===== src/rtl/l2lh_pkg.sv =====
// Shared widths and constants for the log2 latency histogram.
package l2lh_pkg;

    localparam int BUCKETS_DEF = 32;   // default number of log2 buckets
    localparam int LAT_W       = 32;   // latency and counter width
    localparam int PCT_W       = 7;    // percentile field width
    localparam int SUM_W       = 64;   // running latency total width
    localparam int BOUND_W     = 33;   // percentile bound width
    localparam int RANK_SCALE  = 100;  // percent scale of the rank compare
    localparam int SCALE_W     = 7;    // bits that hold RANK_SCALE

endpackage


===== src/rtl/log2_latency_histogram_top.sv =====
// Latency monitor with a log2 bucket histogram, mean and percentile bound.
//
// Channels:
//   input  : i_in_valid / o_in_ready, one transaction per record or query
//            (i_action 0 = record i_latency_ms, 1 = query with i_percentile).
//   output : o_out_valid / i_out_ready, one transaction per query only.
//   config : i_cfg_valid / o_cfg_ready writes i_cfg_enable; always ready.
// Records are dropped while enable is 0; queries are always answered.
// One item is worked on at a time by a small sequencer around a single
// bucket memory (one write port, one read port) and a bit-serial divider.
//   record : halve to find the bucket index, read the bucket, write it back.
//   query  : setup, then per bucket walked a memory read, scale by 100,
//            accumulate and compare; then 32 divide steps, skipped when the
//            mean saturates, and the result load; an empty one loads at once.
// The walk stops at the first bucket that reaches the target rank.
// Reset clears the counters, the enable bit and every bucket valid bit at
// once; no clearing pass is needed. While a result waits on a stalled
// receiver the block still accepts the next transaction; a following query
// holds in its last state until the output register frees up.
module log2_latency_histogram_top #(
    parameter int BUCKETS = l2lh_pkg::BUCKETS_DEF
) (
    input  logic                         i_clk,
    input  logic                         i_rst_n,
    // configuration write channel
    input  logic                         i_cfg_valid,
    output logic                         o_cfg_ready,
    input  logic                         i_cfg_enable,
    // input channel
    input  logic                         i_in_valid,
    output logic                         o_in_ready,
    input  logic                         i_action,
    input  logic [l2lh_pkg::LAT_W-1:0]   i_latency_ms,
    input  logic [l2lh_pkg::PCT_W-1:0]   i_percentile,
    // output channel
    output logic                         o_out_valid,
    input  logic                         i_out_ready,
    output logic [l2lh_pkg::LAT_W-1:0]   o_sample_count,
    output logic [l2lh_pkg::LAT_W-1:0]   o_mean_ms,
    output logic [l2lh_pkg::BOUND_W-1:0] o_percentile_bound_ms,
    output logic [l2lh_pkg::LAT_W-1:0]   o_max_ms
);

    localparam int LAT_W   = l2lh_pkg::LAT_W;
    localparam int PCT_W   = l2lh_pkg::PCT_W;
    localparam int SUM_W   = l2lh_pkg::SUM_W;
    localparam int BOUND_W = l2lh_pkg::BOUND_W;
    localparam int IDX_W   = (BUCKETS > 1) ? $clog2(BUCKETS) : 1;
    // rank x 100 compare: x = samples * percentile, seen100 = 100 * running total
    localparam int X_W     = LAT_W + PCT_W;
    localparam int SEEN_W  = LAT_W + IDX_W + l2lh_pkg::SCALE_W;
    localparam int CNT_W   = $clog2(LAT_W);

    typedef enum logic [3:0] {
        S_IDLE,
        S_REC_LOG,
        S_REC_RD,
        S_REC_WR,
        S_Q_MUL,
        S_Q_RD,
        S_Q_SCALE,
        S_Q_ACC,
        S_Q_CHK,
        S_Q_DIV,
        S_DONE
    } t_state;

    t_state                  r_state;
    logic                    r_enable;
    logic [LAT_W-1:0]        r_samples;
    logic [SUM_W-1:0]        r_sum;
    logic [LAT_W-1:0]        r_peak;
    logic [BUCKETS-1:0]      r_bvalid;

    // bucket memory with registered read
    logic [LAT_W-1:0]        r_mem [BUCKETS];
    logic [LAT_W-1:0]        r_rdata;
    logic                    r_rvalid;

    // sequencer working registers
    logic [IDX_W-1:0]        r_idx;
    logic [LAT_W-1:0]        r_work;
    logic [PCT_W-1:0]        r_pct;
    logic [X_W-1:0]          r_x;
    logic [SEEN_W-1:0]       r_b100;
    logic [SEEN_W-1:0]       r_seen100;
    logic                    r_sat;
    logic [LAT_W-1:0]        r_rem;
    logic [LAT_W-1:0]        r_dlo;
    logic [CNT_W-1:0]        r_cnt;
    logic [BOUND_W-1:0]      r_bound;

    // output register
    logic                    r_out_valid;
    logic [LAT_W-1:0]        r_o_count;
    logic [LAT_W-1:0]        r_o_mean;
    logic [BOUND_W-1:0]      r_o_bound;
    logic [LAT_W-1:0]        r_o_max;

    logic                    w_in_acc;
    logic [LAT_W-1:0]        w_bucket;
    logic [LAT_W:0]          w_rem_sh;
    logic [LAT_W:0]          w_diff;
    logic                    w_ge;
    logic [BOUND_W-1:0]      w_step_bound;
    logic                    w_hit;
    logic                    w_last;
    logic                    w_out_free;
    logic                    w_out_load;

    assign o_cfg_ready = 1'b1;
    assign o_in_ready  = (r_state == S_IDLE);
    assign w_in_acc    = i_in_valid && o_in_ready;

    // a bucket never written reads as zero
    assign w_bucket = r_rvalid ? r_rdata : '0;

    // one restoring divide step: shift in the next dividend bit, trial subtract
    assign w_rem_sh = {r_rem, r_dlo[LAT_W-1]};
    assign w_diff   = w_rem_sh - {1'b0, r_samples};
    assign w_ge     = (w_rem_sh >= {1'b0, r_samples});

    // bucket i covers up to 2^(i+1); saturate at 2^32
    always_comb begin
        if (32'(r_idx) >= 32'(LAT_W - 1)) begin
            w_step_bound = BOUND_W'(1) << LAT_W;
        end else begin
            w_step_bound = BOUND_W'(1) << (32'(r_idx) + 32'd1);
        end
    end

    // rank reached: 100*seen >= samples*pct, and seen at least one
    assign w_hit  = (r_seen100 >= SEEN_W'(r_x)) && (r_seen100 != '0);
    assign w_last = (r_idx == IDX_W'(BUCKETS - 1));

    assign w_out_free = !r_out_valid || i_out_ready;
    assign w_out_load = (r_state == S_DONE) && w_out_free;

    // bucket memory: one write port, one registered read port
    always_ff @(posedge i_clk) begin
        if (r_state == S_REC_WR) begin
            r_mem[r_idx] <= w_bucket + LAT_W'(1);
        end
        r_rdata <= r_mem[r_idx];
    end

    always_ff @(posedge i_clk) begin
        if (!i_rst_n) begin
            r_state     <= S_IDLE;
            r_enable    <= 1'b0;
            r_samples   <= '0;
            r_sum       <= '0;
            r_peak      <= '0;
            r_bvalid    <= '0;
            r_rvalid    <= 1'b0;
            r_out_valid <= 1'b0;
        end else begin
            r_rvalid <= r_bvalid[r_idx];

            if (i_cfg_valid) begin
                r_enable <= i_cfg_enable;
            end

            // load a new result, or drop the old one once taken
            if (w_out_load) begin
                r_out_valid <= 1'b1;
            end else if (r_out_valid && i_out_ready) begin
                r_out_valid <= 1'b0;
            end

            unique case (r_state)
                S_IDLE: begin
                    if (w_in_acc) begin
                        r_idx <= '0;
                        if (i_action == 1'b0) begin
                            // record: statistics now, bucket through the sequencer
                            if (r_enable) begin
                                r_samples <= r_samples + LAT_W'(1);
                                r_sum     <= r_sum + SUM_W'(i_latency_ms);
                                if (i_latency_ms > r_peak) begin
                                    r_peak <= i_latency_ms;
                                end
                                r_work  <= i_latency_ms;
                                r_state <= S_REC_LOG;
                            end
                        end else begin
                            // query: set up the divider and the rank walk
                            r_pct   <= i_percentile;
                            r_sat   <= (r_sum[SUM_W-1:LAT_W] >= r_samples);
                            r_rem   <= r_sum[SUM_W-1:LAT_W];
                            r_dlo   <= r_sum[LAT_W-1:0];
                            r_cnt   <= '0;
                            r_bound <= '0;
                            if (r_samples == '0) begin
                                r_state <= S_DONE;
                            end else begin
                                r_state <= S_Q_MUL;
                            end
                        end
                    end
                end

                S_REC_LOG: begin
                    // halve until one is left or the last bucket is reached, one bit per cycle
                    if ((r_work > LAT_W'(1)) && !w_last) begin
                        r_work <= r_work >> 1;
                        r_idx  <= r_idx + IDX_W'(1);
                    end else begin
                        r_state <= S_REC_RD;
                    end
                end

                S_REC_RD: begin
                    r_state <= S_REC_WR;
                end

                S_REC_WR: begin
                    r_bvalid[r_idx] <= 1'b1;
                    r_state         <= S_IDLE;
                end

                S_Q_MUL: begin
                    r_x       <= X_W'(r_samples) * X_W'(r_pct);
                    r_seen100 <= '0;
                    r_idx     <= '0;
                    r_state   <= S_Q_RD;
                end

                S_Q_RD: begin
                    r_state <= S_Q_SCALE;
                end

                S_Q_SCALE: begin
                    r_b100  <= SEEN_W'(w_bucket) * SEEN_W'(l2lh_pkg::RANK_SCALE);
                    r_state <= S_Q_ACC;
                end

                S_Q_ACC: begin
                    r_seen100 <= r_seen100 + r_b100;
                    r_state   <= S_Q_CHK;
                end

                S_Q_CHK: begin
                    if (w_hit || w_last) begin
                        r_bound <= w_hit ? w_step_bound : BOUND_W'(r_peak);
                        r_state <= r_sat ? S_DONE : S_Q_DIV;
                    end else begin
                        r_idx   <= r_idx + IDX_W'(1);
                        r_state <= S_Q_RD;
                    end
                end

                S_Q_DIV: begin
                    r_rem <= w_ge ? w_diff[LAT_W-1:0] : w_rem_sh[LAT_W-1:0];
                    r_dlo <= {r_dlo[LAT_W-2:0], w_ge};
                    r_cnt <= r_cnt + CNT_W'(1);
                    if (r_cnt == CNT_W'(LAT_W - 1)) begin
                        r_state <= S_DONE;
                    end
                end

                S_DONE: begin
                    // hold until the output register frees up
                    if (w_out_free) begin
                        r_o_count   <= r_samples;
                        r_o_max     <= r_peak;
                        r_o_bound   <= r_bound;
                        if (r_samples == '0) begin
                            r_o_mean <= '0;
                        end else if (r_sat) begin
                            r_o_mean <= '1;
                        end else begin
                            r_o_mean <= r_dlo;
                        end
                        r_state <= S_IDLE;
                    end
                end

                default: begin
                    r_state <= S_IDLE;
                end
            endcase
        end
    end

    assign o_out_valid           = r_out_valid;
    assign o_sample_count        = r_o_count;
    assign o_mean_ms             = r_o_mean;
    assign o_percentile_bound_ms = r_o_bound;
    assign o_max_ms              = r_o_max;

endmodule


===== config.mk =====
export PLATFORM = sky130hd
export DESIGN_NAME = log2_latency_histogram_top
export DESIGN_NICKNAME = d
export VERILOG_FILES = /design/src/rtl/l2lh_pkg.sv /design/src/rtl/log2_latency_histogram_top.sv
export SDC_FILE = /design/constraint.sdc
export NUM_CORES = 2
export LEC_CHECK = 0
export BUFFER_PORTS_ARGS = -buffer_cell sky130_fd_sc_hd__buf_2
export CAP_MARGIN = 20
export CORE_MARGIN = 3
export CORE_UTILIZATION = 52
export DETAILED_ROUTE_END_ITERATION = 12
export PLACE_DENSITY = 0.71
export SLEW_MARGIN = 20
export SYNTH_ARGS = -nofsm -noshare
export SYNTH_HDL_FRONTEND = slang
export SYNTH_SLANG_ARGS = --single-unit

===== constraint.sdc =====
create_clock -name i_clk -period 16.8 [get_ports i_clk]
set_input_delay 3.36 -clock i_clk [delete_from_list [all_inputs] [get_ports i_clk]]
set_output_delay 3.36 -clock i_clk [all_outputs]
set_load 0.05 [all_outputs]

==> results.json <==
{
  "status": "finished clean",
  "regArea_mm2": 0.04653,
  "cp.arrival_ns": 6.54,
  "cts_sinks": 1616,
  "maxSlewHeadroom": 0.2813,
  "layout_commonest_cell": "edfxtp_1",
  "p_sw_mw": 2.616,
  "syn-cell-area_mm2": 0.07959,
  "cp_top_family": "adder cells",
  "insertion_delay_ns": 0.81,
  "comb_power_share": 0.156,
  "die_w_um": 397.2,
  "ys_warn_count": 0,
  "antenna_found_initial": 5,
  "path_cells": "nand2_1, fa_1, fa_1, inv_1, fa_1, inv_1, fa_1, inv_1, ha_1, o21a_1, and3_1, a211oi_1, o21ai_0, a21oi_1, o311ai_1, a41oi_1, nor2b_1, xnor2_1",
  "final_antenna_net_count": 0,
  "skew_ns": 0.06638,
  "power.total_mw": 9.894,
  "met3_length_mm": 15.97,
  "start_kind": "flop",
  "die_h_um": 397.2,
  "drc_errors": 0,
  "swShare": 0.2644,
  "max_freq_mhz": 166.3,
  "cts_root_buf": "clkbuf_16",
  "vias": 49850,
  "die_area_mm2": 0.1578,
  "htreeDepth": 4,
  "path_clk_slew_ns": 0.06,
  "vdd_drop_max_v": 0.0001328,
  "fin_crit_ns": 6.012,
  "crit_required_ns": 17.33,
  "p_clk_frac": 0.382,
  "rows": 142,
  "highest_layer": "met4",
  "dp_hpwl_mm": 130.0,
  "drt-met1-wl_mm": 83.71,
  "cpMostUsedCell": "fa_1",
  "first_iter_violations": 4862,
  "final_nets": 6654,
  "p_leak_nw": 35.17,
  "first_pass_iters": 6,
  "yosysSeqAreaShare": 0.5847,
  "async_flop_share": 0,
  "cts_hold_buf": 0,
  "first_global_vias": 48990,
  "synth_ff_type": "edfxtp_1",
  "hold_path_class": "flop to flop",
  "grt_overflow": 0,
  "hold_ws_ns": 0.4163,
  "grt_usage": 0.2602,
  "path_max_fanout": 14,
  "startpoint": "r_samples[0]$_SDFFE_PN0P_",
  "setup_viol": 0,
  "wl_met2_mm": 97.96,
  "cts_tree": "built",
  "grt_pass1_wl_mm": 310.9,
  "layout_common_cells": "edfxtp_1, nand2_1, inv_1, ha_1, nor2_1",
  "synthToLayoutAreaGrowth_pct": 12.21,
  "via_per_inst": 6.067,
  "rsz0062_at_grt": "false",
  "synth_fp_nets": 6462,
  "routed_wl_mm": 204.8,
  "ctsResizeCount": 0,
  "cts_buffer_depth": 3,
  "slew_violations": 0,
  "synthCells": 5866,
  "pwr-share-seq": 0.462,
  "gp_congestion": 0.9018,
  "multi_input_area_mm2": 0.03134,
  "critPathSlowestCell": "dfxtp_1",
  "fillCellCount": 11660,
  "min_from": "r_bound[27]$_SDFFCE_PN0P_",
  "worst_slew_pin_slew_ns": 1.076,
  "core_mm2": 0.1510,
  "post-cts-setup-buffers": 0,
  "tns_ns": 0,
  "portBuffers": 176,
  "grt_max_degree": 145,
  "ys_seq_elements": 1616,
  "start_util": 0.5270,
  "wl_per_cell_um": 24.92,
  "path_buf_inv": 3,
  "p_per_area_mw_per_mm2": 110.8,
  "numCtsBuffers": 162,
  "cap_violations": 0,
  "crit_path_end_kind": "flop",
  "synth_edf_count": 1417,
  "critPathKind": "flop to flop",
  "crit_path_max_incr_delay_ns": 0.73,
  "finalHoldViolCount": 0,
  "layout-drive-gt1-share": 0.1515,
  "internal-power_mw": 7.278,
  "fin_crit_sh": 0.3579,
  "worstReg2RegStart": "r_samples[0]$_SDFFE_PN0P_",
  "io_pins": 178,
  "avgSynthCellArea_um2": 13.57,
  "yosysUniqueCellTypes": 95
}
-- power by group through the flow --
| stage | clock [mW] | sequential [mW] | combinational (mW) |
|---|---|---|---|
| floorplan | 0 | 4.62 | 1.11 |
| global placement | 0 | 4.65 | 1.52 |
| detailed placement | 0 | 4.65 | 1.53 |
| CTS | 3.83 | 4.57 | 1.54 |
| global route | 4.00 | 4.58 | 1.65 |
| finish | 3.78 | 4.57 | 1.54 |
-- registers in the layout, summed over array words and instances, names as in the netlist, 33 cells and up --
| signal | cells |
|---|---|
| o_percentile_bound_ms | 33 |
| r_b100 | 37 |
| r_bound | 33 |
| r_mem | 1024 |
| r_seen100 | 42 |
| r_sum | 64 |
| r_x | 39 |
-- cells by family (layout without fill, tap and decap cells) --
| group | count (synthesis) | in the layout | share of synthesized area |
|---|---|---|---|
| and+or+nand+nor | 1601 | 1601 | 0.09813 |
| muxes | 367 | 367 | 0.08815 |
| xor gates and xnor gates | 188 | 188 | 0.02069 |
| buffers and inverters | 669 | 1000 | 0.03234 |
| DFF | 1616 | 1616 | 0.5847 |
| AOI/OAI and AO/OA | 874 | 874 | 0.07263 |
| other | 1 | 4 | 0.00004712 |
| adders and majority gates | 550 | 550 | 0.1033 |
-- area by class of cell --
cell class | count | area share
well taps | 2016 | 0.02824
clock inverters | 86 | 0.01334
inverters | 421 | 0.01772
multi-input cells | 3581 | 0.3509
repair buffers | 276 | 0.01870
clock buffers | 217 | 0.04999
flip-flops and latches | 1616 | 0.5210
diodes | 3 | 0.00008406
-- synthesized netlist by cell type (57+ instances only) --
library cell	instances	area, µm²
a21o_1	92	690.7
a21oi_1	229	1146
a22oi_1	131	983.4
and2_1	209	1308
and3_1	57	356.6
clkbuf_1	191	716.9
dfxtp_1	199	3984
edfxtp_1	1417	42550
fa_1	179	3583
ha_1	371	4642
inv_1	420	1577
mux2i_1	72	720.7
mux4_2	264	5946
nand2_1	502	1884
nand3_1	133	665.6
nand4_1	81	506.7
nor2_1	352	1321
o21ai_0	132	660.6
xnor2_1	136	1191
-- routing by layer --
| metal | vias up | track usage |
|---|---|---|
| li1 | 22210 | - |
| met2 | 2098 | 0.4173 |
| met3 | 409 | 0.04122 |
| met5 | - | 0 |
| met4 | 0 | 0.09001 |
| met1 | 25140 | 0.3644 |
-- through the flow --
step | cells | area (µm²) | utilization | worst slack, ns
finish | 8216 | 89310 | 0.5914 | 10.79
global route | 8216 | 89310 | 0.5914 | 10.37
CTS | 8212 | 89160 | 0.5904 | 10.84
detailed placement | 7909 | 83510 | 0.5529 | 10.16
global placement | 7908 | 83360 | 0.5520 | 10.21
floorplan | 5866 | 79590 | - | 6.848
-- path summary, 6_finish.rpt --
path	endpoint	slack, ns	cells after the start
worst min register to register	o_percentile_bound_ms[27]$_DFFE_PP_	0.42	0
worst min-delay path	o_percentile_bound_ms[27]$_DFFE_PP_	0.42	0
worst max-delay path	r_x[35]$_DFFE_PP_	10.79	18
worst max register to register	r_x[35]$_DFFE_PP_	10.79	18
Power figures use the tool's default switching activity.
